$ cat src/fci_pkg.sv
package fci_pkg;

    localparam int FRAME_WIDTH_DEF    = 320;
    localparam int FRAME_HEIGHT_DEF   = 240;
    localparam int FLOW_FRAC_BITS_DEF = 4;

    localparam int IN_DATA_W  = 112;
    localparam int OUT_DATA_W = 48;

    typedef enum logic [1:0] {
        CMD_LOAD_LEFT  = 2'd0,
        CMD_LOAD_RIGHT = 2'd1,
        CMD_OUTPUT     = 2'd2,
        CMD_NONE       = 2'd3
    } cmd_t;

    localparam logic REG_BLEND_POSITION = 1'b0;
    localparam logic REG_FORWARD_ONLY   = 1'b1;

    typedef struct packed {
        logic [16:0] w00;
        logic [16:0] w10;
        logic [16:0] w01;
        logic [16:0] w11;
    } weights_t;

    typedef struct packed {
        logic [23:0] c00;
        logic [23:0] c10;
        logic [23:0] c01;
        logic [23:0] c11;
    } corners_t;

endpackage

$ cat src/fci_source_pos.sv
module fci_source_pos #(
    parameter int SIZE = fci_pkg::FRAME_WIDTH_DEF,
    parameter int FRAC = fci_pkg::FLOW_FRAC_BITS_DEF,
    parameter int PW   = $clog2(SIZE) + 8
) (
    input  logic                clk,
    input  logic                en,
    input  logic [8:0]          coord,
    input  logic [8:0]          weight,
    input  logic signed [15:0]  flow,
    output logic [PW-1:0]       pos
);

    localparam int HI = (SIZE - 1) * 256 - 1;

    logic signed [25:0] prod_reg;
    logic signed [25:0] prod_next;
    logic [8:0]         coord_reg;
    logic [PW-1:0]      pos_reg;
    logic [PW-1:0]      pos_next;
    logic signed [27:0] prod_ext;
    logic signed [27:0] shifted;
    logic signed [27:0] p;

    always_comb
    begin
        prod_next = $signed({1'b0, weight}) * flow;
        prod_ext  = 28'(prod_reg);
        shifted   = prod_ext >>> FRAC;
        p         = $signed({11'b0, coord_reg, 8'b0}) - shifted;
        if (p < 28'sd0)
        begin
            pos_next = '0;
        end
        else if (p > $signed(28'(HI)))
        begin
            pos_next = PW'(HI);
        end
        else
        begin
            pos_next = PW'(p);
        end
    end

    always_ff @(posedge clk)
    begin
        if (en)
        begin
            prod_reg  <= prod_next;
            coord_reg <= coord;
            pos_reg   <= pos_next;
        end
    end

    assign pos = pos_reg;

endmodule

$ cat config.mk
export PLATFORM = sky130hd
export DESIGN_NAME = fci_source_pos
export DESIGN_NICKNAME = d
export VERILOG_FILES = /design/src/fci_pkg.sv /design/src/fci_source_pos.sv
export SDC_FILE = /design/constraint.sdc
export NUM_CORES = 1
export LEC_CHECK = 0
export BUFFER_PORTS_ARGS = -buffer_cell sky130_fd_sc_hd__buf_4
export CORE_MARGIN = 1.5
export CORE_UTILIZATION = 40
export DETAILED_ROUTE_END_ITERATION = 16
export RECOVER_POWER = 50
export SYNTH_ARGS = -nofsm -noshare
export SYNTH_HDL_FRONTEND = slang
export SYNTH_SLANG_ARGS = --single-unit
$ cat constraint.sdc
create_clock -name clk -period 7.55 [get_ports clk]
set_clock_uncertainty 0.05 [all_clocks]
set_input_delay 1.51 -clock clk [delete_from_list [all_inputs] [get_ports clk]]
set_output_delay 1.51 -clock clk [all_outputs]
set_load 0.01 [all_outputs]
==> metrics.cfg <==
[synthesis]
netlist_instances = 788
synth-async-reset-ratio_pct = 0
yosysMostFrequentCell = inv_1
syn-cell-area_um2 = 7587
syn_avg_cell_area_um2 = 9.629
synth_ff_type = edfxtp_1
synth_nets = 1011
ys_seq_area_share_pct = 19.00
yosysTopAreaCell = fa_1
synth_enable_flop_cells = 48
yosys-top-cells-count = inv_1 (168), fa_1 (121), nand2_1 (93)
ys_top_cells_by_area = fa_1 (32%), edfxtp_1 (19%), ha_1 (11%), inv_1 (8.3%), and2_1 (4.9%)
yosys_warnings = 0
synth.top_cell.area_share_pct = 31.93
yosysUniqueCellTypes = 56
synth_seq_cells = 48

[drt]
num_vias = 5122
drtAntennaViolNets = 0
wire_per_inst_um = 13.54
drc = 0
post_drt_via_cell_ratio = 4.846
wirelength_um = 14320
drt_pass1_iterations = 5
drtIter0Drc = 193

[run]
maxCapViolations = 1

[timing]
tightest_slew_ns = 2.475
setup_ws_ns = 1.028
rsz0062_at_grt = no
max_freq_ghz = 0.1533
tns_ns = 0
fin_crit_sh_pct = 86.38
finalHoldViolCount = 0
finalSetupViolations = 0
worst_hold_slack_ns = 0.6594
post-route-min-period_ns = 6.522
slew_viol_final = 49
slew_headroom_pct = -65.00

[min_path]
hp-class = register to register
min_to = pos[16]$_SDFFCE_PN0P_
hold_start = prod_reg[25]$_DFFE_PP_
hold_depth = 1

[layout]
multiInputGateArea_um2 = 5405
layout-drive-gt1-share_pct = 8.262
nFillCells = 1836
seqCellArea_um2 = 1441
largest_reg_flops = 22
antenna_cells = 0
nNetsFinal = 1045
syn2layout_area_growth_pct = 9.664
final_cells = 1057
final_area_um2 = 8320

[worst_setup_path]
setup.worst_path.start_class = input pin
criticalPathCategory = input pin to register
arrival_ns = 6.51
rr_worst_depth = 9
rrSetupSlack_ns = 4.12
crit_path_end_kind = register
critPathMaxFanout = 16
rr_startpoint = prod_reg[4]$_DFFE_PP_
crit_start = weight[6]
worst_ep_required_time_ns = 7.53
rr_endpoint = pos[3]$_SDFFCE_PN0P_

[cts]
cts_resized = 0
htree_levels = 2
cts_tree = yes
root_buffer = clkbuf_16
cts_buffer_depth = 2
clk_latency_ns = 0.28
cts_buffers = 5
post-cts-setup-buffer-count = 0
cts.sinks = 48
path_clk_slew_ns = 0.06
postCtsHoldBufs = 0

[global_route]
grt_pass1_wl_um = 25370
grt_usage_pct = 15.58
grt_overflow = 0
antenna_found_initial = 0
grt_max_degree = 49
grt_pass1_vias = 5385

[run_status]
outcome = complete, but fails checks
violations = max-capacitance violations, max-slew violations

[floorplanning]
dieHeight_um = 140.7
start_util_pct = 40.70
io_pins = 53
fp-row-count = 50
fp.coreArea_um2 = 18640
dieArea_um2 = 19800
die_w_um = 140.7

[placed_design]
port_buffers = 52
placed_area_um2 = 8160
place_inst = 1049
dp_worst_setup_slack_ns = 0.6632
post-dp-hpwl_um = 12120
place.gp.congestion = 0.8402

[power_and_ir_drop]
ir_worst_vdd_mv = 0.1484
p_per_area_nw_per_um2 = 389.3
leakage_nw = 4.096

[layout by cell type, fill, tap and decap left out, drive strengths merged, types with 17 or more instances in the layout]
cell / count
inv: 168
fa: 121
nand2: 93
ha: 66
and2: 59
edfxtp: 48
buf: 42
nor2: 27
a21oi: 20
xnor2: 18
xor2: 17
[cell type report]
type	count	area share, %
Clock buffer	6	1.549
Inverter	168	7.579
Multi-Input combinational cell	547	64.96
Clock inverter	2	0.4211
Sequential cell	48	17.32
Tap cell	234	3.519
Timing Repair Buffer	52	4.647
[cells by family (layout without fill, tap and decap cells)]
logic type      Yosys count  count (layout)  synth area share [%]
simple gates            225             225                 14.96
compound gates           98              98                 9.169
xor+xnor                 35              35                 4.040
buf+inv                 193             228                 9.762
fa+ha+maj               187             187                 42.81
flops                    48              48                 19.00
mux                       2               2                0.2639
[worst max path at each step]
stage                             endpoint  slack [ns]  depth (start not counted)
floorplan           prod_reg[24]$_DFFE_PP_        0.98                         18
global placement    prod_reg[24]$_DFFE_PP_        0.79                         18
detailed placement  prod_reg[24]$_DFFE_PP_        0.66                         18
CTS                 prod_reg[24]$_DFFE_PP_        0.97                         18
global route        prod_reg[24]$_DFFE_PP_        0.61                         18
finish              prod_reg[24]$_DFFE_PP_        1.03                         18
[critical path: stages]
cell      delay (ns)
buf_4           0.18
nand2_1         0.10
fa_1            0.53
inv_1           0.05
fa_1            0.47
fa_1            0.52
fa_1            0.55
inv_1           0.06
fa_1            0.52
inv_1           0.04
ha_1            0.36
a21oi_1         0.18
o211ai_1        0.13
a211oi_1        0.32
o21ai_0         0.27
a31oi_1         0.38
o21ai_0         0.17
xor2_1          0.15
[layer usage]
metal | wire length [um] | vias up | share of wire (%) | global-route usage [%]
li1 | - | 2568 | - | -
met1 | 7468 | 2457 | 52 | 23.41
met2 | 6189 | 86 | 43 | 24.99
met3 | 528 | 11 | 3.7 | 1.325
met4 | 130 | 0 | 0.91 | 2.522
met5 | 0 | - | 0 | 0
[power breakdown]
part	leakage [nW]	switching, mW	internal, mW	total (mW)
combinational	3.54	1.35	1.06	2.41
sequential	0.472	0.0626	0.525	0.587
clock	0.0808	0.0849	0.156	0.240
[stage by stage]
stage / total power [mW] / utilization, %
after floorplan: 2.554 / -
after global placement: 3.003 / 43.77
after detailed placement: 3.027 / 43.77
after CTS: 3.284 / 44.65
after global routing: 3.662 / 44.63
final: 3.239 / 44.63
Note: power is estimated with default switching activity, not from simulation.
