**src/fci_pkg.sv**
```systemverilog
package fci_pkg;

    localparam int FRAME_WIDTH_DEF    = 320;
    localparam int FRAME_HEIGHT_DEF   = 240;
    localparam int FLOW_FRAC_BITS_DEF = 4;

    localparam int IN_DATA_W  = 112;
    localparam int OUT_DATA_W = 48;

    typedef enum logic [1:0] {
        CMD_LOAD_LEFT  = 2'd0,
        CMD_LOAD_RIGHT = 2'd1,
        CMD_OUTPUT     = 2'd2,
        CMD_NONE       = 2'd3
    } cmd_t;

    localparam logic REG_BLEND_POSITION = 1'b0;
    localparam logic REG_FORWARD_ONLY   = 1'b1;

    typedef struct packed {
        logic [16:0] w00;
        logic [16:0] w10;
        logic [16:0] w01;
        logic [16:0] w11;
    } weights_t;

    typedef struct packed {
        logic [23:0] c00;
        logic [23:0] c10;
        logic [23:0] c01;
        logic [23:0] c11;
    } corners_t;

endpackage

```
**src/fci_bilinear.sv**
```systemverilog
module fci_bilinear (
    input  logic              clk,
    input  logic              en,
    input  fci_pkg::corners_t corners,
    input  fci_pkg::weights_t weights,
    output logic [23:0]       rgb
);

    logic [23:0] rgb_reg;
    logic [23:0] rgb_next;
    logic [25:0] acc [3];

    always_comb
    begin
        for (int k = 0; k < 3; k++)
        begin
            acc[k] = 26'(weights.w00 * corners.c00[16-8*k +: 8])
                   + 26'(weights.w10 * corners.c10[16-8*k +: 8])
                   + 26'(weights.w01 * corners.c01[16-8*k +: 8])
                   + 26'(weights.w11 * corners.c11[16-8*k +: 8]);
            rgb_next[16-8*k +: 8] = acc[k][23:16];
        end
    end

    always_ff @(posedge clk)
    begin
        if (en)
        begin
            rgb_reg <= rgb_next;
        end
    end

    assign rgb = rgb_reg;

endmodule

```
**config.mk**
```make
export PLATFORM = sky130hd
export DESIGN_NAME = fci_bilinear
export DESIGN_NICKNAME = d
export VERILOG_FILES = /design/src/fci_pkg.sv /design/src/fci_bilinear.sv
export SDC_FILE = /design/constraint.sdc
export NUM_CORES = 2
export LEC_CHECK = 0
export BUFFER_PORTS_ARGS = -buffer_cell sky130_fd_sc_hd__buf_4
export CORE_MARGIN = 2
export CORE_UTILIZATION = 55
export DETAILED_ROUTE_END_ITERATION = 8
export PLACE_DENSITY = 0.82
export SYNTH_ARGS = -nofsm -noshare
export SYNTH_HDL_FRONTEND = slang
export SYNTH_SLANG_ARGS = --single-unit
export TNS_END_PERCENT = 5
```
**constraint.sdc**
```tcl
create_clock -name clk -period 17.4 [get_ports clk]
set_input_delay 1.74 -clock clk [delete_from_list [all_inputs] [get_ports clk]]
set_output_delay 1.74 -clock clk [all_outputs]
set_load 0.02 [all_outputs]
```
==> results_dict.tcl <==
set metrics [dict create \
    status "finished clean" \
    setup_slack_ps 8635 \
    syn-num-nets 7442 \
    grt_max_degree 25 \
    synthSimpleGateAreaFrac_pct 16.41 \
    hold_buffers 0 \
    final.setup.tns_ps 0 \
    max_freq_mhz 114.1 \
    avgSynthCellArea_um2 9.160 \
    initial_core_util_pct 55.65 \
    drt-pass1-iter-count 8 \
    fp.dieH_um 306.2 \
    start_kind "input pin" \
    muxShareOfSynthArea_pct 0.03985 \
    fin_crit_sh_pct 50.37 \
    cts_resized 0 \
    coreArea_um2 90290 \
    rsz0062_at_grt "false" \
    crit_type "in2reg" \
    syn_area_um2 50240 \
    fin_util_pct 57.97 \
    hold_depth 1 \
    cts_tree "built" \
    yosysUniqueCellTypes 53 \
    wl_per_cell_um 22.38 \
    post-place-ws_ps 8473 \
    ys_seq_elements 24 \
    crit_arrival_ps 8820 \
    setup_viol 0 \
    worst_pin_slew_ps 774.8 \
    hold_start "en" \
    synth_area_leaders "fa_1, inv_1, ha_1" \
    synth-edff-count 24 \
    hold_end "rgb[7]$_DFFE_PP_" \
    drtIter0Drc 3351 \
    ctsLongestPathBuffers 2 \
    synth_ff_type "edfxtp_1" \
    cts_setup_buffers 0 \
    maxSlewViolCount 0 \
    synth_compound_area_share_pct 1.113 \
    yosys.area.top_type "fa_1" \
    remaining_drc_errors 0 \
    grt_pass1_vias 41296 \
    ioPinCount 190 \
    synthTopCellsByCount "inv_1, fa_1, nand2_1" \
    worst_setup_path_end_kind "flop" \
    place_congestion 0.9737 \
    ys_warn_count 0 \
    postRouteAntennaNets 0 \
    rows 110 \
    cts-buffers-inserted 3 \
    largest_register_ffs 24 \
    synth_fa_ha_area_share_pct 65.98 \
    port_buffers 189 \
    synth_top_cell_area_share_pct 57.02 \
    grt_usage_pct 33.61 \
    num_vias 36677 \
    min_period_ps 8765 \
    hp-class "in2reg" \
    clkTransAtPathRegs_ps 90 \
    synth_cells 5485 \
    finalHoldViolCount 0 \
    cts.htree.levels 1 \
    async_flop_share_pct 0 \
    synth_top_family_by_area "adder cells" \
    drive_above_1_share_pct 3.828 \
    synthXorXnorAreaFrac_pct 1.482 \
    wl_um 148100 \
    overflow 0 \
    die-area_um2 93780 \
    die_x_um 306.2 \
    cts_root_buf "clkbuf_16" \
    finalNetCount 7391 \
    grt_pass1_wl_um 236800 \
    maxCapViolCount 0 \
    cts_sinks 24 \
    yosysSeqAreaShare_pct 1.434 \
    dp_hpwl_um 120900 \
    areaGrowthSynthToFinish_pct 4.176 \
    grt_antenna_before_repair 9 \
    synth.most_common_cell "inv_1" \
    vias_per_cell 5.542 \
    required_ps 17460 \
    maxSlewHeadroom_pct 48.35 \
    crit_fanout 24 \
]
## worst max-delay path, cell delays in order
cell and delay [ps]:
buf_4 360, nand2_1 150, fa_1 550, inv_1 50, fa_1 470, inv_1 50, fa_1 480, fa_1 540
inv_1 50, fa_1 500, inv_1 60, fa_1 520, inv_1 40, fa_1 480, inv_1 50, fa_1 480
inv_1 40, ha_1 260, nand3_1 70, nor3_1 360, o2111ai_1 290, a21oi_1 680, a22oi_2 220, a21boi_1 210
xor2_1 90
## worst max-delay path by stage
stage / startpoint / end / cells after the start
5_1_grt: weights[5] / rgb[15]$_DFFE_PP_ / 25
4_1_cts: weights[54] / rgb[15]$_DFFE_PP_ / 25
6_report: weights[54] / rgb[14]$_DFFE_PP_ / 25
2_1_floorplan: corners[82] / rgb[11]$_DFFE_PP_ / 26
3_3_place_gp: weights[54] / rgb[15]$_DFFE_PP_ / 25
3_5_place_dp: weights[54] / rgb[15]$_DFFE_PP_ / 25
## area by class of cell
class / count / area (um^2)
tap: 1176 / 1471
clock inverter: 1 / 30.03
clock buffer: 3 / 75.07
fill: 7645 / 37950
timing repair buffer: 189 / 1419
antenna: 9 / 22.52
multi-input combinational: 3649 / 42720
sequential: 24 / 720.7
inverter: 1567 / 5882
## per-stage QoR
stage,cells,hold slack (ps),cell area [um^2]
after floorplan,5485,1853,50240
after global placement,6605,2174,52210
after detailed placement,6605,2170,52210
after CTS,6609,1935,52320
after global routing,6618,1939,52340
final,6618,1935,52340
## kinds of logic after synthesis
family | count (synthesis)
AND/OR/NAND/NOR | 1695
AO/OA/AOI/OAI | 76
buffers and inverters | 1812
flip-flops | 24
multiplexers | 2
XOR/XNOR | 85
adder cells (fa/ha/maj) | 1791
## layout by cell type, fill, tap and decap left out, types with 2 or more instances in the layout
| cell type | Yosys | routed |
|---|---|---|
| a21oi_2 | 2 | 2 |
| xnor2_1 | 67 | 67 |
| and2b_2 | 2 | 2 |
| inv_1 | 1567 | 1567 |
| o21ai_0 | 5 | 5 |
| nand3_1 | 4 | 4 |
| o211ai_2 | 2 | 2 |
| nor2b_1 | 4 | 4 |
| and2_1 | 710 | 710 |
| nand2_1 | 935 | 935 |
| o31a_1 | 2 | 2 |
| o21ai_1 | 2 | 2 |
| o21a_1 | 5 | 5 |
| nor3b_1 | 2 | 2 |
| clkbuf_16 | 0 | 3 |
| diode_2 | 0 | 9 |
| edfxtp_1 | 24 | 24 |
| nor3_1 | 4 | 4 |
| nor4_1 | 4 | 4 |
| nor2_1 | 17 | 17 |
| a211oi_1 | 3 | 3 |
| xor2_1 | 18 | 18 |
| o21bai_1 | 2 | 2 |
| and4_1 | 5 | 5 |
| buf_4 | 0 | 189 |
| mux2i_1 | 2 | 2 |
| ha_1 | 360 | 360 |
| a21o_1 | 14 | 14 |
| a221oi_1 | 2 | 2 |
| fa_1 | 1431 | 1431 |
| a21oi_1 | 21 | 21 |
## routing by layer
| metal | wire, um | GRT usage [%] | up-vias |
|---|---|---|---|
| met4 | 14480 | 25.63 | 0 |
| met5 | 0 | 0 | - |
| met2 | 68180 | 52.68 | 2354 |
| met3 | 14380 | 4.928 | 497 |
| met1 | 51060 | 42.51 | 18728 |
| li1 | - | - | 15098 |
Power is left out: the tool's default activity adds up to more than one toggle a clock period on the data nets, which glitch-free logic cannot reach.
